File: src/rtl/core/mdpc_pkg.sv
package mdpc_pkg;

  // default pixel coordinate width
  localparam int unsigned COORD_BITS_DEF = 12;

  // field widths of the pixel request
  localparam int unsigned DepthW = 16;
  localparam int unsigned PixW   = 12;

  // configuration register map
  typedef enum logic [2:0] {
    CFG_DEPTH_THRESHOLD = 3'd0,
    CFG_INTRINSICS      = 3'd1,
    CFG_ROW_X           = 3'd2,
    CFG_ROW_Y           = 3'd3,
    CFG_ROW_Z           = 3'd4,
    CFG_BOX_X           = 3'd5,
    CFG_BOX_Y           = 3'd6,
    CFG_BOX_Z           = 3'd7
  } cfg_idx_e;

  // register reset values
  localparam logic [15:0] RST_THRESHOLD  = 16'd10;
  localparam logic [63:0] RST_INTRINSICS = 64'h0;
  localparam logic [63:0] RST_ROW_X      = 64'h0000_0000_0000_4000;
  localparam logic [63:0] RST_ROW_Y      = 64'h0000_0000_4000_0000;
  localparam logic [63:0] RST_ROW_Z      = 64'h0000_4000_0000_0000;
  localparam logic [63:0] RST_BOX        = 64'h7FFF_FFFF_8000_0000;

  typedef struct packed {
    logic [DepthW-1:0] depth_sample;
    logic [DepthW-1:0] robot_depth;
    logic [PixW-1:0]   column;
    logic [PixW-1:0]   row;
  } pixel_t;

  typedef struct packed {
    logic [DepthW-1:0] masked_depth;
    logic signed [31:0] point_x;
    logic signed [31:0] point_y;
    logic signed [31:0] point_z;
    logic               point_valid;
  } point_t;

  // usable bits of the column and row fields
  function automatic int unsigned coord_used(input int unsigned cb);
    return (cb < PixW) ? cb : PixW;
  endfunction

  // width of the signed centered pixel offset u*16 - cx
  function automatic int unsigned dx_width(input int unsigned cb);
    int unsigned w;
    w = coord_used(cb) + 4;
    return ((w > 16) ? w : 16) + 1;
  endfunction

  // width of the back-projected x and y in 1/16 mm
  function automatic int unsigned xy_width(input int unsigned cb);
    return dx_width(cb) + 10;
  endfunction

endpackage

File: src/rtl/core/mdpc_project.sv
module mdpc_project #(
  parameter int unsigned COORD_BITS = mdpc_pkg::COORD_BITS_DEF
) (
  input  logic                clk_i,
  input  logic                rst_ni,
  input  logic                valid_i,
  output logic                ready_o,
  input  mdpc_pkg::pixel_t    pix_i,
  input  logic [15:0]         thr_i,
  input  logic [63:0]         intr_i,
  output logic                valid_o,
  input  logic                ready_i,
  output logic [15:0]         d_o,
  output logic signed [mdpc_pkg::xy_width(COORD_BITS)-1:0] x_o,
  output logic signed [mdpc_pkg::xy_width(COORD_BITS)-1:0] y_o
);

  localparam int unsigned UB  = mdpc_pkg::coord_used(COORD_BITS);
  localparam int unsigned DXW = mdpc_pkg::dx_width(COORD_BITS);
  localparam int unsigned M1W = DXW + 17;
  localparam int unsigned M2W = M1W + 17;
  localparam int unsigned XW  = M2W - 24;
  localparam int unsigned NS  = 4;

  logic [NS-1:0] v_q;
  logic [NS-1:0] adv;

  always_comb begin
    adv[NS-1] = !v_q[NS-1] || ready_i;
    for (int k = NS - 2; k >= 0; k--) begin
      adv[k] = !v_q[k] || adv[k+1];
    end
  end

  assign ready_o = adv[0];
  assign valid_o = v_q[NS-1];

  always_ff @(posedge clk_i or negedge rst_ni) begin
    if (!rst_ni) begin
      v_q <= '0;
    end else begin
      if (adv[0]) begin
        v_q[0] <= valid_i;
      end
      for (int k = 1; k < NS; k++) begin
        if (adv[k]) begin
          v_q[k] <= v_q[k-1];
        end
      end
    end
  end

  // stage 0: self-filter and centered pixel offsets
  logic [16:0]           diff;
  logic [15:0]           adiff;
  logic                  drop;
  logic [15:0]           d0_d, d0_q;
  logic signed [DXW-1:0] dx_d, dy_d, dx_q, dy_q;

  always_comb begin
    diff  = {1'b0, pix_i.depth_sample} - {1'b0, pix_i.robot_depth};
    adiff = diff[16] ? 16'(-diff) : diff[15:0];
    drop  = (pix_i.depth_sample != '0) && (pix_i.robot_depth != '0) && (adiff < thr_i);
    d0_d  = drop ? '0 : pix_i.depth_sample;
    dx_d  = $signed({{(DXW-UB-4){1'b0}}, pix_i.column[UB-1:0], 4'b0})
          - $signed({{(DXW-16){1'b0}}, intr_i[15:0]});
    dy_d  = $signed({{(DXW-UB-4){1'b0}}, pix_i.row[UB-1:0], 4'b0})
          - $signed({{(DXW-16){1'b0}}, intr_i[31:16]});
  end

  // stage 1: offset times depth
  logic signed [M1W-1:0] m1x_q, m1y_q;
  logic [15:0]           d1_q;

  // stage 2: times reciprocal focal length
  logic signed [M2W-1:0] m2x_q, m2y_q;
  logic [15:0]           d2_q;

  // stage 3: round to 1/16 mm
  logic signed [M2W-1:0] rx, ry;
  logic signed [XW-1:0]  x_q, y_q;
  logic [15:0]           d3_q;

  localparam logic signed [M2W-1:0] RndHalf = {{(M2W-24){1'b0}}, 1'b1, 23'b0};

  always_comb begin
    rx = m2x_q + RndHalf;
    ry = m2y_q + RndHalf;
  end

  always_ff @(posedge clk_i) begin
    if (adv[0]) begin
      d0_q <= d0_d;
      dx_q <= dx_d;
      dy_q <= dy_d;
    end
    if (adv[1]) begin
      d1_q  <= d0_q;
      m1x_q <= M1W'(dx_q) * M1W'($signed({1'b0, d0_q}));
      m1y_q <= M1W'(dy_q) * M1W'($signed({1'b0, d0_q}));
    end
    if (adv[2]) begin
      d2_q  <= d1_q;
      m2x_q <= M2W'(m1x_q) * M2W'($signed({1'b0, intr_i[47:32]}));
      m2y_q <= M2W'(m1y_q) * M2W'($signed({1'b0, intr_i[63:48]}));
    end
    if (adv[3]) begin
      d3_q <= d2_q;
      x_q  <= rx[M2W-1:24];
      y_q  <= ry[M2W-1:24];
    end
  end

  assign d_o = d3_q;
  assign x_o = x_q;
  assign y_o = y_q;

endmodule

File: config.mk
export PLATFORM = sky130hd
export DESIGN_NAME = mdpc_project
export DESIGN_NICKNAME = d
export VERILOG_FILES = /design/src/rtl/core/mdpc_pkg.sv /design/src/rtl/core/mdpc_project.sv
export SDC_FILE = /design/constraint.sdc
export NUM_CORES = 2
export LEC_CHECK = 0
export ABC_AREA = 1
export CAP_MARGIN = 20
export CORE_MARGIN = 5
export CORE_UTILIZATION = 45
export DETAILED_ROUTE_END_ITERATION = 10
export DONT_BUFFER_PORTS = 1
export PLACE_DENSITY = 0.61
export SLEW_MARGIN = 10
export SYNTH_ARGS = -nofsm -noshare
export SYNTH_HDL_FRONTEND = slang
export SYNTH_SLANG_ARGS = --single-unit
File: constraint.sdc
create_clock -name clk_i -period 8.12 [get_ports clk_i]
set_clock_uncertainty 0.15 [all_clocks]
set_input_delay 0.812 -clock clk_i [delete_from_list [all_inputs] [get_ports clk_i]]
set_output_delay 0.812 -clock clk_i [all_outputs]
set_load 0.005 [all_outputs]
# Yosys cells after proc, flatten, opt, wreduce, memory -nomap -nowiden

Cells that the tools add are included.
Widths: inputs -> output; s select.

Multiply operators: 4
Muxes and demuxes: 1
$lt $le $gt $ge: 1
Reductions and logical operators: 12
Add/subtract/negate cells: 6

Operator list:

| operator               | count |
|---|---|
| $add 51x25->51 const B | 2 |
| $mul 34x17->51         | 2 |
| $mul 17x17->34         | 2 |
| $sub 16x16->17         | 3 |
| $reduce_bool 16->1     | 2 |
| $lt 16x16->1           | 1 |
| $mux 16                | 1 |
| $neg 16->16            | 1 |
| $logic_not 1->1        | 4 |
| $logic_or 1x1->1       | 4 |
| $logic_and 1x1->1      | 2 |

Input port bits: 140
Register bits after elaboration: 326
Word-level logic and storage cells: 40
Output and inout port bits: 72

# Depth between registers and ports, before layout

Word-level depth: 5
Gate-level depth with buffers: 29
Mapped depth without buffers: 27

# Least setup slack after synthesis

No wires, ideal clock.

Kind: input-to-reg
From: in intr_i[38]
To: reg m2x_q[45], data pin
Stages: 20
Data arrival time: 5.929 ns
Path buffers: 2
Data required time: 7.705 ns
Library setup time: 0.265 ns
Slack: 1.776 ns
Cells stage by stage: clkbuf_1 > clkbuf_1 > nand2_1 > fa_1 > inv_1 > fa_1 > fa_1 > fa_1 > fa_1 > inv_1 > fa_1 > inv_1 > ha_1 > nand2_1 > nor2_1 > inv_1 > nor3_1 > nand2_1 > o211ai_1 > xor2_1

Cells in the longest elaborated chain, start to end: 1

Ends and longest elaborated chain:

| what                   | line                | source |
|---|---|---|
| start: declaration     | mdpc_project.sv:10  | `input logic [63:0] intr_i,` |
| $mul 34x17->51         | mdpc_project.sv:104 | `m2x_q <= M2W'(m1x_q) * M2W'($signed({1'b0, intr_i[47:32]}));` |
| end signal: assignment | mdpc_project.sv:104 |  |
| end: declaration       | mdpc_project.sv:76  | `logic signed [M2W-1:0] m2x_q, m2y_q;` |

Every way passes these cells.
A chain may end at the register's enable or synchronous reset.

# Final worst setup path

From: reg d0_q[4]
To: reg m1y_q[25], data pin

Cells in the longest elaborated chain, start to end: 1

Ends and longest elaborated chain:

| what                     | line                | source |
|---|---|---|
| start: declaration       | mdpc_project.sv:57  | `logic [15:0] d0_d, d0_q;` |
| start signal: assignment | mdpc_project.sv:93  | `d0_q <= d0_d;` |
| $mul 17x17->34           | mdpc_project.sv:100 | `m1y_q <= M1W'(dy_q) * M1W'($signed({1'b0, d0_q}));` |
| end signal: assignment   | mdpc_project.sv:100 |  |
| end: declaration         | mdpc_project.sv:72  | `logic signed [M1W-1:0] m1x_q, m1y_q;` |

Every way passes these cells.

==> results.sh <==
export IMPL_start_kind="register"
export IMPL_initial_utilization=0.452
export IMPL_ys_flop_type="edfxtp_1"
export IMPL_path_cells="buf_4 > nand2_1 > fa_1 > inv_1 > fa_1 > inv_1 > fa_1 > inv_1 > fa_1 > fa_1 > inv_1 > fa_1 > inv_1 > ha_1 > nand2_1 > nor2_1 > nand4_1 > o21ai_1 > a21oi_1 > o21bai_1 > xor2_1"
export IMPL_cts_tree="built"
export IMPL_detail_route_antenna_nets=0
export IMPL_yosysTopAreaCell="fa_1"
export IMPL_ys_types=53
export IMPL_vias=54900
export IMPL_rsz0062_at_grt="no"
export IMPL_fin_crit_sh=0.854
export IMPL_r2r_end="m1y_q[25]$_DFFE_PP_"
export IMPL_std_cell_rows=149
export IMPL_crit_start="d0_q[4]$_SDFFCE_PP0P_"
export IMPL_crit_arrival_ns=7.25
export IMPL_vias_per_cell=4.99
export IMPL_io_buffers=0
export IMPL_ys_top_cells_by_count="inv_1, nand2_1, fa_1"
export IMPL_r2r_setup_slack_ns=1.18
export IMPL_fmax_ghz=0.144
export IMPL_netlist_instances=9107
export IMPL_htreeDepth=2
export IMPL_wl_per_cell_um=18.1
export IMPL_postCtsHoldBufs=1
export IMPL_post_cts_buffers=0
export IMPL_hold_slack_ns=0.121
export IMPL_min_from="valid_i"
export IMPL_crit_fanout=19
export IMPL_num_fill_cells=16300
export IMPL_drt_initial_drc_count=3514
export IMPL_clock_latency_ns=0.65
export IMPL_fin_area_sq_um=77100
export IMPL_use_met2=0.389
export IMPL_worst_pin_slew_ns=1.05
export IMPL_grt_pass1_vias=60700
export IMPL_clk_pin_slew_worst_paths_ns=0.09
export IMPL_cts_root_buffer="clkbuf_16"
export IMPL_grt_max_degree=56
export IMPL_fin_nets=11000
export IMPL_postSynth_asyncResetShare=0.0143
export IMPL_worstSetupPathType="register to register"
export IMPL_reg2reg_depth=21
export IMPL_crit_end="m1y_q[25]$_DFFE_PP_"
export IMPL_worst_path_largest_cell_delay_ns=0.94
export IMPL_grt_pass1_wl_um=327000
export IMPL_yosysMostFrequentCell="inv_1"
export IMPL_syn_area_per_cell_sq_um=8.15
export IMPL_synth_nets=11300
export IMPL_critPathCaptureType="register"
export IMPL_critical_path_most_common_cell="fa_1"
export IMPL_antenna_found_initial=2
export IMPL_syn_area_sq_um=74300
export IMPL_met3_usage=0.0434
export IMPL_synth_top_area_frac=0.428
export IMPL_globalRouteMet1Util=0.327
export IMPL_hpwl_um=160000
export IMPL_setup_viol=0
export IMPL_ys_ff_latch=280
export IMPL_post_cts_resized=0
export IMPL_hold_path_class="input port to register"
export IMPL_grt_overflow=0
export IMPL_synth_edff_count=276
export IMPL_slew_headroom=0.301
export IMPL_hold_violations=0
export IMPL_period_minus_slack_ns=6.94
export IMPL_firstDrtPassIters=6
export IMPL_slew_violations=0
export IMPL_synth_warnings=0
export IMPL_io_pins=212
export IMPL_die_y_um=416
export IMPL_drive_above_1_share=0.0175
export IMPL_die_w_um=416
export IMPL_crit_required_ns=8.43
export IMPL_outcome="finished, final reports clean"
export IMPL_die_area_sq_um=173000
export IMPL_r2r_start="d0_q[4]$_SDFFCE_PP0P_"
export IMPL_ys_top_cells_by_area="fa_1, inv_1, nand2_1"
export IMPL_ys_seq_area_frac=0.113
export IMPL_drv_cap=0
export IMPL_gr_max_usage_layer="met2"
export IMPL_route_detailed_drc=0
export IMPL_place_area_sq_um=75700
export IMPL_core_area_sq_um=164000
export IMPL_slowest_stage="edfxtp_1"
export IMPL_clockBufferDepth=3
export IMPL_groute_usage_overall=0.236
export IMPL_areaGrowthSynthToFinish_pct=3.88
export IMPL_wirelength_um=199000
export IMPL_gp_congestion=0.946
export IMPL_cts_sinks=280
export IMPL_finalSetupTns_ns=0
export IMPL_cts_made_buffers=39
==> critical path, delay by kind of cell (launching register included) <==
family          cells  cell delay (ns)
compound gates      3             0.71
simple gates        4             0.61
fa+ha+maj           7             3.45
flops               1             0.94
xor+xnor            1             0.23
buf+inv             6             0.67
==> logic make-up (layout without fill, tap and decap cells) <==
| kind of cell | count (synthesis) | after routing | share of synthesized area |
|---|---|---|---|
| AOI/OAI and AO/OA | 500 | 500 | 0.0379 |
| xor gates and xnor gates | 219 | 219 | 0.0259 |
| adders and majority gates | 2061 | 2061 | 0.508 |
| buffers and inverters | 3240 | 2948 | 0.164 |
| DFF | 280 | 280 | 0.113 |
| other | 0 | 3 | 0 |
| and+or+nand+nor | 2807 | 2807 | 0.151 |
==> sequential cells by signal, summed over array words and instances, names as in the netlist <==
signal / count
dx_q: 17
y_o: 27
x_o: 27
d1_q: 16
v_q: 4
d0_q: 16
m1y_q: 34
m2y_q: 28
m1x_q: 34
d2_q: 16
m2x_q: 28
d_o: 16
dy_q: 17
==> metal layers <==
metal  vias up  wire, um
met3       282     15200
met5         -         0
li1      25200         -
met4         0      4720
met1     27500     87000
met2      1912     92200
==> area by class of cell <==
class | instances | area, sq um | share of cell area
sequential | 280 | 8390 | 0.109
clock inverter | 28 | 338 | 0.00438
inverter | 2845 | 10700 | 0.139
antenna | 3 | 7.51 | 0.0000973
multi-input combinational | 5587 | 53700 | 0.696
timing repair buffer | 32 | 283 | 0.00367
clock buffer | 43 | 991 | 0.0128
tap | 2189 | 2740 | 0.0355
==> layout by cell type, fill, tap and decap left out, types with 9 or more instances in the layout <==
cell          n
nor2_4        9
nor3_1       47
nor4_1       16
edfxtp_1    276
a21o_1       27
xor2_1      135
fa_1       1589
inv_1      2840
xnor2_1      83
nor2_1      289
clkbuf_16    39
buf_4        29
ha_1        472
o21ai_0     125
o21a_1       11
a21boi_0     15
nor2_2        9
nand2_2      14
a31oi_1      19
o21bai_1     28
a21oi_1     241
nand2_1    2208
nand3_1     138
nand4_1      40
nand3b_1     11
==> worst min-delay path by stage <==
stage | endpoint | slack [ns] | cells after the start
2_1_floorplan | d2_q[0]$_DFFE_PP_ | 0.25 | 0
3_3_place_gp | d2_q[14]$_DFFE_PP_ | 0.25 | 0
3_5_place_dp | d2_q[0]$_DFFE_PP_ | 0.25 | 0
4_1_cts | v_q[0]$_DFFE_PN0P_ | 0.07 | 2
5_1_grt | dx_q[0]$_DFFE_PP_ | 0.09 | 0
6_report | v_q[0]$_DFFE_PN0P_ | 0.12 | 2
==> stage by stage <==
stage	utilization	setup WS, ns	std cells
floorplan	-	1.78	9107
global placement	0.461	1.08	10900
detailed placement	0.461	0.977	10900
CTS	0.469	0.968	11000
global route	0.469	0.749	11000
finish	0.469	1.18	11000
Power is not shown: default switching activity piles up to over one toggle a cycle in this logic, so the estimate is an artifact.
