**src/rtl/core/mdpc_pkg.sv**
```systemverilog
package mdpc_pkg;

  // default pixel coordinate width
  localparam int unsigned COORD_BITS_DEF = 12;

  // field widths of the pixel request
  localparam int unsigned DepthW = 16;
  localparam int unsigned PixW   = 12;

  // configuration register map
  typedef enum logic [2:0] {
    CFG_DEPTH_THRESHOLD = 3'd0,
    CFG_INTRINSICS      = 3'd1,
    CFG_ROW_X           = 3'd2,
    CFG_ROW_Y           = 3'd3,
    CFG_ROW_Z           = 3'd4,
    CFG_BOX_X           = 3'd5,
    CFG_BOX_Y           = 3'd6,
    CFG_BOX_Z           = 3'd7
  } cfg_idx_e;

  // register reset values
  localparam logic [15:0] RST_THRESHOLD  = 16'd10;
  localparam logic [63:0] RST_INTRINSICS = 64'h0;
  localparam logic [63:0] RST_ROW_X      = 64'h0000_0000_0000_4000;
  localparam logic [63:0] RST_ROW_Y      = 64'h0000_0000_4000_0000;
  localparam logic [63:0] RST_ROW_Z      = 64'h0000_4000_0000_0000;
  localparam logic [63:0] RST_BOX        = 64'h7FFF_FFFF_8000_0000;

  typedef struct packed {
    logic [DepthW-1:0] depth_sample;
    logic [DepthW-1:0] robot_depth;
    logic [PixW-1:0]   column;
    logic [PixW-1:0]   row;
  } pixel_t;

  typedef struct packed {
    logic [DepthW-1:0] masked_depth;
    logic signed [31:0] point_x;
    logic signed [31:0] point_y;
    logic signed [31:0] point_z;
    logic               point_valid;
  } point_t;

  // usable bits of the column and row fields
  function automatic int unsigned coord_used(input int unsigned cb);
    return (cb < PixW) ? cb : PixW;
  endfunction

  // width of the signed centered pixel offset u*16 - cx
  function automatic int unsigned dx_width(input int unsigned cb);
    int unsigned w;
    w = coord_used(cb) + 4;
    return ((w > 16) ? w : 16) + 1;
  endfunction

  // width of the back-projected x and y in 1/16 mm
  function automatic int unsigned xy_width(input int unsigned cb);
    return dx_width(cb) + 10;
  endfunction

endpackage

```
**src/rtl/core/mdpc_box.sv**
```systemverilog
module mdpc_box (
  input  logic               clk_i,
  input  logic               rst_ni,
  input  logic               valid_i,
  output logic               ready_o,
  input  logic [15:0]        d_i,
  input  logic signed [31:0] px_i,
  input  logic signed [31:0] py_i,
  input  logic signed [31:0] pz_i,
  input  logic [63:0]        box_x_i,
  input  logic [63:0]        box_y_i,
  input  logic [63:0]        box_z_i,
  output logic               valid_o,
  input  logic               stall_i,
  output mdpc_pkg::point_t   point_o
);

  logic             v_q;
  logic             adv;
  logic             keep;
  mdpc_pkg::point_t pt_d, pt_q;

  function automatic logic in_range(input logic [63:0] box, input logic signed [31:0] p);
    return (p >= $signed(box[31:0])) && (p <= $signed(box[63:32]));
  endfunction

  assign adv     = !v_q || !stall_i;
  assign ready_o = adv;
  assign valid_o = v_q;

  always_comb begin
    keep = (d_i != '0) && in_range(box_x_i, px_i) && in_range(box_y_i, py_i)
        && in_range(box_z_i, pz_i);
    pt_d.masked_depth = d_i;
    pt_d.point_x      = keep ? px_i : '0;
    pt_d.point_y      = keep ? py_i : '0;
    pt_d.point_z      = keep ? pz_i : '0;
    pt_d.point_valid  = keep;
  end

  always_ff @(posedge clk_i or negedge rst_ni) begin
    if (!rst_ni) begin
      v_q <= 1'b0;
    end else if (adv) begin
      v_q <= valid_i;
    end
  end

  always_ff @(posedge clk_i) begin
    if (adv) begin
      pt_q <= pt_d;
    end
  end

  assign point_o = pt_q;

endmodule

```
**config.mk**
```make
export PLATFORM = sky130hd
export DESIGN_NAME = mdpc_box
export DESIGN_NICKNAME = d
export VERILOG_FILES = /design/src/rtl/core/mdpc_pkg.sv /design/src/rtl/core/mdpc_box.sv
export SDC_FILE = /design/constraint.sdc
export NUM_CORES = 1
export LEC_CHECK = 0
export BUFFER_PORTS_ARGS = -buffer_cell sky130_fd_sc_hd__buf_2
export CORE_AREA = 2 2 166 168
export DETAILED_ROUTE_END_ITERATION = 12
export DIE_AREA = 0 0 168 170
export GPL_ROUTABILITY_DRIVEN = 0
export PLACE_DENSITY_LB_ADDON = 0.05
export SLEW_MARGIN = 20
export SYNTH_ARGS = -nofsm -noshare
export SYNTH_HDL_FRONTEND = slang
export SYNTH_SLANG_ARGS = --single-unit
```
**constraint.sdc**
```tcl
create_clock -name clk_i -period 6.5 [get_ports clk_i]
set_input_delay 1.3 -clock clk_i [delete_from_list [all_inputs] [get_ports clk_i]]
set_output_delay 1.3 -clock clk_i [all_outputs]
set_load 0.02 [all_outputs]
```
# Word-level counts from Yosys, hierarchy flattened
# Cells that the tools add are included.
[word_totals]
reg_bits = 114
output_inout_bits = 115
wordCells = 22
[classes]
n_lt_le_gt_ge = 6
reduce_logical = 10
[op_table]
columns = ["op", "n"]
rows = [
  [">= comparator 32 bit", 3],
  ["<= comparator 32 bit", 3],
  ["nonzero test 16 bit", 1],
  ["logical AND 1 bit", 6],
  ["logical NOT 1 bit", 2],
  ["logical OR 1 bit", 1],
]

# Longest topological paths before layout
# Gate-level depths: netlist of the first run.
[logic_depth]
ltp_word = 5
ltp_mapped = 12
depth_no_buf = 10

# Worst setup path before layout of the first run
# OpenSTA, ideal clock, no wires.
[synth_timing]
path_type = "input to output"
start = "input port stall_i"
end = "output port ready_o"
t_arrival_ps = 3824
slack_ps = 1376
cell_stages = 1
n_path_buf = 0
path_cell_list = "nand2_1"
[synth_between]
elab_chain_len = 2
[synth_rtl]
columns = ["element", "line", "text"]
rows = [
  ["start, declared", "mdpc_box.sv:14", "input logic stall_i,"],
  ["logical NOT 1 bit", "mdpc_box.sv:27", "assign adv = !v_q || !stall_i;"],
  ["logical OR 1 bit", "mdpc_box.sv:27", ""],
  ["end, declared", "mdpc_box.sv:5", "output logic ready_o,"],
]
# No other way between the ends.

# Worst setup path after layout of the first run
[layout_timing]
start = "input port pz_i[31]"
end = "register pt_q, in the netlist point_o[69], data pin"
[layout_between]
elab_chain_len = 3
word_cells_on_any_way = 4
[layout_rtl]
columns = ["element", "line", "text"]
rows = [
  ["start, declared", "mdpc_box.sv:9", "input logic signed [31:0] pz_i,"],
  [">= comparator 32 bit / <= comparator 32 bit (equally long branches)", "mdpc_box.sv:24", "return (p >= $signed(box[31:0])) && (p <= $signed(box[63:32]));"],
  ["logical AND 1 bit (*)", "mdpc_box.sv:24", ""],
  ["logical AND 1 bit (*)", "mdpc_box.sv:33", "&& in_range(box_z_i, pz_i);"],
  ["end signal, assigned", "mdpc_box.sv:51", "pt_q <= pt_d;"],
  ["end, declared", "mdpc_box.sv:21", "mdpc_pkg::point_t pt_d, pt_q;"],
]
# Mark *: on every way between the ends. The rest lies on a longest branch, timed or not.
# A chain may end at the register's enable or synchronous reset.

==> results.json, run 1 <==
{
  "port_buffers": 422,
  "setup_tns_ns": 0,
  "final_nets": 1938,
  "grt_pass1_vias": 8683,
  "synth_top_family_by_area": "adder cells",
  "ir_worst_vdd_mv": 0.143,
  "viasPerCell": 4.80,
  "synth-seq-cells": 114,
  "synthDistinctLibCells": 44,
  "path_class": "primary input to flip-flop",
  "num_vias": 8610,
  "rsz0062_at_grt": "no",
  "worst_slew_pin_slew_ns": 0.880,
  "clk_latency_ns": 0.42,
  "h-tree-depth": 4,
  "fin_crit_sh": 0.605,
  "clkTransAtPathRegs_ns": 0.06,
  "end_kind": "flip-flop",
  "die_height_um": 170,
  "antenna_left": 0,
  "drt_iter0_markers": 374,
  "muxShareOfSynthArea": 0.00215,
  "final.setup_skew_ns": 0.0106,
  "p_per_area_nw_per_um2": 201,
  "outcome": "completed",
  "dpl.hpwl_mm": 26.1,
  "ctsHoldBuffers": 0,
  "synth_area_leaders": "edfxtp_1 (36%), ha_1 (26%), inv_1 (7.9%), nand2_1 (4.8%), a21oi_1 (4.0%)",
  "cts_root_buffer": "clkbuf_16",
  "dr.pass1.iters": 5,
  "start_util": 0.349,
  "synth_adder_area_share": 0.258,
  "overflow": 0,
  "fillers": 2734,
  "cap_violations": 0,
  "slew_violations": 0,
  "die-width_um": 168,
  "final_cell_mix": "buf_2 (422), inv_1 (196), ha_1 (192)",
  "final_common_cell": "buf_2",
  "cts_inserted_buffers": 17,
  "cts_tree": "done",
  "hp-class": "primary input to async pin",
  "p_leak_uw": 0.00671,
  "critPathRequiredTime_ns": 6.77,
  "syn2layout_area_growth_pct": 33.1,
  "netlist_instances": 1009,
  "fmaxAchievable_ghz": 0.254,
  "synth_xor_area_frac": 0,
  "drc": 0,
  "synth_seq_area_share": 0.367,
  "rows": 60,
  "drive_gt1_frac": 0.336,
  "yosys.area.top_type": "edfxtp_1",
  "grt_max_degree": 50,
  "pin_count": 423,
  "cts_resized": 0,
  "finalHoldViolations": 0,
  "synth_area_per_cell_um2": 9.22,
  "grt_pass1_wl_mm": 47.2,
  "die_area_um2": 28600,
  "wl_mm": 31.4,
  "setup_viol_count_final": 0,
  "max_slew_margin": 0.411,
  "post-cts-setup-buffers": 0,
  "antenna_found_initial": 4,
  "worstPathMaxFanout": 13,
  "coreArea_um2": 26700,
  "cts_max_path_buffers": 2,
  "synth-simple-area-share": 0.176,
  "arrival_ns": 4.20,
  "clock_sinks": 114,
  "synth_area_um2": 9310,
  "drt-wirelength-per-cell_um": 17.5,
  "start_kind": "primary input",
  "ys_warn_count": 0,
  "track_usage": 0.217,
  "yosysTopAreaCellShare": 0.365,
  "min_period_ns": 3.93,
  "total_power_uw": 2490,
  "synth_nets": 1509,
  "synth_compound_area_frac": 0.102
}
-- cells in the mapped netlist, drive strengths merged --
library cell,n
o311ai,1
inv,196
a31oi,2
a221o,4
a31o,1
nand2b,2
or4,1
nor3,8
o211a,4
buf,15
edfxtp,113
nand2,119
a2bb2oi,1
o21ai,24
mux2i,2
nor2b,6
ha,192
and2,2
a221oi,4
a21boi,6
o211ai,5
nand3,20
o31ai,4
and4,25
clkbuf,5
and3,4
nor4b,1
dfrtp,1
a22oi,1
a21o,19
a21oi,74
nand4,35
o2bb2ai,1
o21a,1
o31a,1
nor4,14
a211oi,2
nor2,93
-- flip-flops by register name, indices dropped and copies added (netlist names) --
| register | flops |
|---|---|
| point_o | 113 |
| valid_o | 1 |
-- worst max-delay path, cell delays in order --
cell and delay [ns]:
buf_2 0.14, ha_1 0.30, nand4_1 0.18, nor4_1 0.70, o311ai_0 0.34, nand4_1 0.19, mux2i_1 0.32, and2_1 0.46
and4_1 0.26
-- routing by layer --
| metal | global-route usage | share of wire |
|---|---|---|
| met1 | 0.254 | 0.42 |
| met2 | 0.387 | 0.49 |
| met3 | 0.0581 | 0.072 |
| met4 | 0.0681 | 0.019 |
| met5 | 0 | 0.00057 |
-- cells by family after synthesis --
family,count (synthesis)
simple gates,330
buf+inv,216
fa+ha+maj,192
compound gates,155
flops,114
mux,2
-- final cells by class --
cell class                      instances  area [µm²]  area share
Clock buffer                           19         433      0.0350
Sequential cell                       114        3420       0.276
Clock inverter                         13         175      0.0141
Timing Repair Buffer                  430        2170       0.175
Multi-Input combinational cell        679        5020       0.405
Inverter                              196         736      0.0594
Tap cell                              341         427      0.0345
Antenna cell                            2        5.00    0.000404
-- power breakdown --
group / internal (µW) / switching (µW)
logic: 241 / 388
registers: 857 / 10.8
clock network: 611 / 381
total: 1710 / 780
-- stage by stage --
| stage | utilization | area [µm²] | hold WS, ns | std cells | setup WS, ns |
|---|---|---|---|---|---|
| finish | 0.465 | 12400 | 0.649 | 1794 | 2.57 |
| global route | 0.465 | 12400 | 0.626 | 1794 | 2.23 |
| CTS | 0.465 | 12400 | 0.624 | 1792 | 2.48 |
| detailed placement | 0.442 | 11800 | 1.05 | 1760 | 2.04 |
| global placement | 0.442 | 11800 | 1.04 | 1760 | 2.04 |
| floorplan | - | 9310 | 1.00 | 1009 | 1.38 |
-- worst paths after layout --
path                                     start                   endpoint  cells past startpoint  slack (ns)
max                                   pz_i[31]  point_o[69]$_SDFFCE_PN0P_                      9        2.57
min                                     rst_ni        valid_o$_DFFE_PN0P_                      1        0.65
max reg2reg                valid_o$_DFFE_PN0P_      point_o[99]$_DFFE_PP_                      3        4.31
min reg2reg                valid_o$_DFFE_PN0P_        valid_o$_DFFE_PN0P_                      3        1.02
max in group asynchronous               rst_ni        valid_o$_DFFE_PN0P_                      1        5.77
min in group clk_i         valid_o$_DFFE_PN0P_        valid_o$_DFFE_PN0P_                      3        1.02
Power figures use the tool's default switching activity.
==> run 2: changes to the inputs <==
- CORE_AREA: 2 2 166 168 -> 2 2 163 165
- DIE_AREA: 0 0 168 170 -> 0 0 165 167
- clock period: 6.5 -> 3.9 ns (I/O delays scaled with it)
==> results.json, run 2 (synthesis results as in run 1) <==
{
  "outcome": "completed",
  "worst-r2r-setup-slack_ns": 2.18,
  "rr_startpoint": "valid_o$_DFFE_PN0P_",
  "clock_sinks": 114,
  "path_class": "primary input to flip-flop",
  "track_usage": 0.213,
  "fin_crit_sh": 0.827,
  "dpl.hpwl_mm": 25.1,
  "final_nets": 1940,
  "cts_resized": 0,
  "clkTransAtPathRegs_ns": 0.06,
  "rsz0062_at_grt": "no",
  "die_height_um": 167,
  "final_common_cell": "buf_2",
  "cts_max_path_buffers": 2,
  "multi_input_comb_area_um2": 5030,
  "end_kind": "flip-flop",
  "worst_slew_pin_slew_ns": 0.882,
  "ctsHoldBuffers": 0,
  "viasPerCell": 4.80,
  "port_buffers": 422,
  "seq_power_share": 0.353,
  "r2r_cells": 2,
  "comb_power_share": 0.257,
  "dr.pass1.iters": 6,
  "arrival_ns": 3.47,
  "drt_iter0_markers": 340,
  "grt_pass1_vias": 8526,
  "slew_violations": 0,
  "num_vias": 8612,
  "setup_tns_ns": 0,
  "wl_mm": 30.0,
  "start_util": 0.361,
  "largest_reg_flops": 113,
  "regArea_um2": 3420,
  "syn2layout_area_growth_pct": 33.8,
  "worst_slack_ns": 0.674,
  "critPathRequiredTime_ns": 4.15,
  "coreArea_um2": 25800,
  "p_int_uw": 2810,
  "placed_area_um2": 11800,
  "grt_max_degree": 51,
  "final.setup_skew_ns": 0.0119,
  "power.switching_uw": 1300,
  "cts_root_buffer": "clkbuf_16",
  "fin_cells": 1794,
  "cts_inserted_buffers": 17,
  "clk_latency_ns": 0.41,
  "r2r_end": "point_o[42]$_SDFFCE_PN0P_",
  "post-cts-setup-buffers": 0,
  "final_cell_mix": "buf_2 (422), inv_1 (196), ha_1 (192)",
  "dp_cells": 1756,
  "pin_count": 423,
  "p_leak_uw": 0.00674,
  "grt_pass1_wl_mm": 44.7,
  "setup_viol_count_final": 0,
  "ir_worst_vdd_mv": 0.176,
  "finalInstanceArea_um2": 12400,
  "cts_tree": "done",
  "hp-class": "primary input to async pin",
  "pre_cts_ws_ns": 0.185,
  "drive_gt1_frac": 0.339,
  "drt-wirelength-per-cell_um": 16.7,
  "worstPathMaxFanout": 14,
  "p_clk_frac": 0.391,
  "antenna_found_initial": 6,
  "h-tree-depth": 4,
  "cap_violations": 0,
  "p_sw_frac": 0.317,
  "fmaxAchievable_ghz": 0.310,
  "finalHoldViolations": 0,
  "drc": 0,
  "die-width_um": 165,
  "rows": 59,
  "p_per_area_nw_per_um2": 330,
  "overflow": 0,
  "antenna_left": 0,
  "min_period_ns": 3.23,
  "fillers": 2659,
  "start_kind": "primary input",
  "max_slew_margin": 0.410,
  "die_area_um2": 27600
}
[run 2: cell types whose count changed in the layout (fill, tap and decap cells not counted), sizes merged]
cell      delta
buf          +2
bufinv       -1
clkbuf       -2
clkinv       +2
clkinvlp     -1
diode        +4
inv          +2
[run 2: worst max path at each step]
stage | from | end | cells after the start
after floorplan | box_x_i[63] | point_o[52]$_SDFFCE_PN0P_ | 10
after global placement | px_i[14] | point_o[1]$_SDFFCE_PN0P_ | 10
after detailed placement | px_i[14] | point_o[1]$_SDFFCE_PN0P_ | 10
after CTS | px_i[14] | point_o[1]$_SDFFCE_PN0P_ | 10
after global routing | px_i[14] | point_o[1]$_SDFFCE_PN0P_ | 10
final | px_i[14] | point_o[33]$_SDFFCE_PN0P_ | 10
[run 2: worst max-delay path, cell delays in order]
cell and delay [ns]:
buf_2 0.12, ha_1 0.31, nand4_1 0.16, nor4_1 0.48, o21ai_0 0.17, a31oi_1 0.21
nor3_1 0.12, nor2_1 0.70, nand2_1 0.21, nor3_1 0.22
[run 2: through the flow]
| step | hold slack, ns | total power (µW) | util |
|---|---|---|---|
| detailed placement | 0.556 | 2540 | 0.459 |
| floorplan | 0.484 | 2100 | - |
| CTS | 0.106 | 4170 | 0.483 |
| finish | 0.126 | 4110 | 0.483 |
| global placement | 0.556 | 2540 | 0.459 |
| global route | 0.108 | 4350 | 0.483 |
[run 2: cell type report]
| cell class | instances | area share |
|---|---|---|
| flip-flops and latches | 114 | 0.275 |
| multi-input cells | 679 | 0.404 |
| clock buffers | 17 | 0.0342 |
| clock inverters | 15 | 0.0137 |
| repair buffers | 432 | 0.180 |
| inverters | 196 | 0.0591 |
| well taps | 335 | 0.0337 |
| diodes | 6 | 0.00121 |
[run 2: power groups by stage]
stage | combinational [µW] | sequential [µW] | clock, µW
2_1_floorplan | 520 | 1580 | 0
3_3_place_gp | 1060 | 1480 | 0
3_5_place_dp | 1070 | 1480 | 0
4_1_cts | 1070 | 1450 | 1650
5_1_grt | 1190 | 1460 | 1700
6_report | 1050 | 1450 | 1610
[run 2: per-layer routing]
layer / global-route usage / wire length, µm
met1: 0.251 / 12100
met2: 0.366 / 14600
met3: 0.0506 / 2260
met4: 0.0945 / 1060
met5: 0 / 13
==> run 3: changes to the inputs <==
- ABC_AREA: not set -> 1
- CORE_AREA: 2 2 163 165 -> 2 2 166 168
- DIE_AREA: 0 0 165 167 -> 0 0 168 170
- clock period: 3.9 -> 3.4 ns (I/O delays scaled with it)
==> results.json, run 3 <==
{
  "outcome": "completed",
  "synth_nets": 1673,
  "fmaxAchievable_ghz": 0.344,
  "p_leak_uw": 0.00764,
  "drive_gt1_frac": 0.307,
  "syn2layout_area_growth_pct": 32.7,
  "track_usage": 0.199,
  "start_util": 0.363,
  "p_int_uw": 3180,
  "dpl.hpwl_mm": 24.2,
  "post-cts-setup-buffers": 0,
  "worstPathMaxFanout": 44,
  "grt_pass1_vias": 8606,
  "synth_area_um2": 9670,
  "drt_iter0_markers": 318,
  "coreArea_um2": 26700,
  "clk_latency_ns": 0.41,
  "comb_power_share": 0.240,
  "die-width_um": 168,
  "viasPerCell": 4.39,
  "synth_flop_cell": "edfxtp_1",
  "cap_violations": 0,
  "yosysTopAreaCellShare": 0.351,
  "regArea_um2": 3420,
  "worst_slew_pin_slew_ns": 0.660,
  "setup_tns_ns": 0,
  "crit_chain": "buf_2 > inv_1 > ha_1 > nand2_1 > nor2_1 > nand2_1 > nor4_2 > nand2_1 > nand2_1 > nand2_1 > a21boi_1 > nor2_2 > nand2_8 > buf_12 > nor2_1",
  "crit_slowest_cell": "ha_1",
  "fin_crit_sh": 0.854,
  "final_nets": 2110,
  "grt_max_degree": 62,
  "dr.pass1.iters": 7,
  "cts_resized": 0,
  "cts_max_path_buffers": 2,
  "largest_reg_flops": 113,
  "ir_worst_vdd_mv": 0.213,
  "final_cell_mix": "buf_2 (422), inv_1 (327), nand2_1 (209)",
  "power.switching_uw": 1430,
  "cp_top_family": "simple AND/OR/NAND/NOR gates",
  "clkTransAtPathRegs_ns": 0.06,
  "synth_seq_area_share": 0.353,
  "slew_violations": 0,
  "hp-class": "primary input to async pin",
  "arrival_ns": 3.05,
  "synth_edf_count": 113,
  "netlist_instances": 1173,
  "clock_sinks": 114,
  "end_kind": "flip-flop",
  "cpMostUsedCell": "nand2_1",
  "synth.most_common_cell": "inv_1",
  "grt_pass1_wl_mm": 43.9,
  "finalHoldViolations": 0,
  "p_clk_frac": 0.401,
  "die_height_um": 170,
  "drt-wirelength-per-cell_um": 14.5,
  "synth_area_per_cell_um2": 8.25,
  "final.setup_skew_ns": 0.0103,
  "yosys.area.top_type": "edfxtp_1",
  "ctsHoldBuffers": 0,
  "max_stage_delay_ns": 0.34,
  "rsz0062_at_grt": "no",
  "die_area_um2": 28600,
  "async_flop_share": 0.00877,
  "max_slew_margin": 0.560,
  "cts_tree": "done",
  "synth_area_leaders": "edfxtp_1 (35%), ha_1 (25%), inv_1 (13%), nand2_1 (8.2%), a21oi_1 (4.7%)",
  "drc": 0,
  "final_common_cell": "buf_2",
  "port_buffers": 422,
  "pin_count": 423,
  "p_per_area_nw_per_um2": 360,
  "start_kind": "primary input",
  "antenna_found_initial": 9,
  "crit_buf_inv": 3,
  "overflow": 0,
  "min_period_ns": 2.90,
  "num_vias": 8653,
  "antenna_left": 0,
  "cts_root_buffer": "clkbuf_16",
  "setup_viol_count_final": 0,
  "total_power_uw": 4620,
  "rows": 60,
  "ys_top_cells_by_count": "inv_1 (327), nand2_1 (210), ha_1 (192), nor2_1 (119), edfxtp_1 (113)",
  "h-tree-depth": 4,
  "cts_inserted_buffers": 17,
  "synthDistinctLibCells": 27,
  "seq_power_share": 0.359,
  "fillers": 2755,
  "p_sw_frac": 0.310,
  "path_class": "primary input to flip-flop",
  "synth-seq-cells": 114,
  "wl_mm": 28.5,
  "ys_warn_count": 0,
  "multi_input_comb_area_um2": 4940,
  "critPathRequiredTime_ns": 3.55
}
[run 3: changes by cell type after synthesis, moves of 15 or more]
cell     previous run  this run
and4_1             25         0
nand2_1           119       210
nor2_1             69       119
a21oi_1            74        90
inv_1             196       327
nor2_4              0        29
a21o_1             18         3
nor2_2             24         4
nand4_1            35        15
[run 3: logic make-up after synthesis]
logic type / Yosys count / share of synthesized area
and+or+nand+nor: 403 / 0.191
buffers and inverters: 338 / 0.137
adders and majority gates: 192 / 0.248
AOI/OAI and AO/OA: 126 / 0.0696
DFF: 114 / 0.353
[run 3: final timing paths]
check / from / endpoint / slack (ns) / cells after the start
max in group asynchronous: rst_ni / valid_o$_DFFE_PN0P_ / 3.28 / 1
worst min register to register: valid_o$_DFFE_PN0P_ / point_o[70]$_SDFFCE_PN0P_ / 0.72 / 1
worst min-delay path: rst_ni / valid_o$_DFFE_PN0P_ / 0.03 / 1
worst max register to register: valid_o$_DFFE_PN0P_ / point_o[10]$_SDFFCE_PN0P_ / 1.85 / 2
min in group clk_i: valid_i / valid_o$_DFFE_PN0P_ / 0.45 / 3
worst max-delay path: box_y_i[63] / point_o[93]$_SDFFCE_PN0P_ / 0.50 / 15
[run 3: power by group through the flow]
stage / clock, µW / combinational, µW / sequential (µW)
3_5_place_dp: 0 / 1120 / 1690
5_1_grt: 1950 / 1270 / 1670
3_3_place_gp: 0 / 1110 / 1690
4_1_cts: 1900 / 1130 / 1660
6_report: 1850 / 1110 / 1660
2_1_floorplan: 0 / 527 / 1810
[run 3: routing by layer]
metal | GRT usage | wire (µm) | vias up
li1 | - | - | 4577
met1 | 0.225 | 11500 | 3755
met2 | 0.359 | 14100 | 265
met3 | 0.0551 | 2070 | 46
met4 | 0.0703 | 754 | 10
met5 | 0 | 57 | -
[run 3: area by class of cell]
type                    count  area share
diodes                      5    0.000975
clock inverters            15      0.0135
inverters                 328      0.0959
repair buffers            428       0.172
clock buffers              17      0.0331
well taps                 341      0.0332
flip-flops and latches    114       0.266
multi-input cells         721       0.385
[run 3: stage by stage]
stage	worst slack (ns)	cells	hold WS, ns	area (µm²)	util
after floorplan	0.618	1173	0.384	9670	-
after global placement	0.0626	1932	0.457	12200	0.459
after detailed placement	0.0326	1932	0.457	12200	0.459
after CTS	0.462	1964	0.0111	12800	0.481
after global routing	0.252	1968	0.0114	12800	0.482
final	0.495	1969	0.0308	12800	0.482
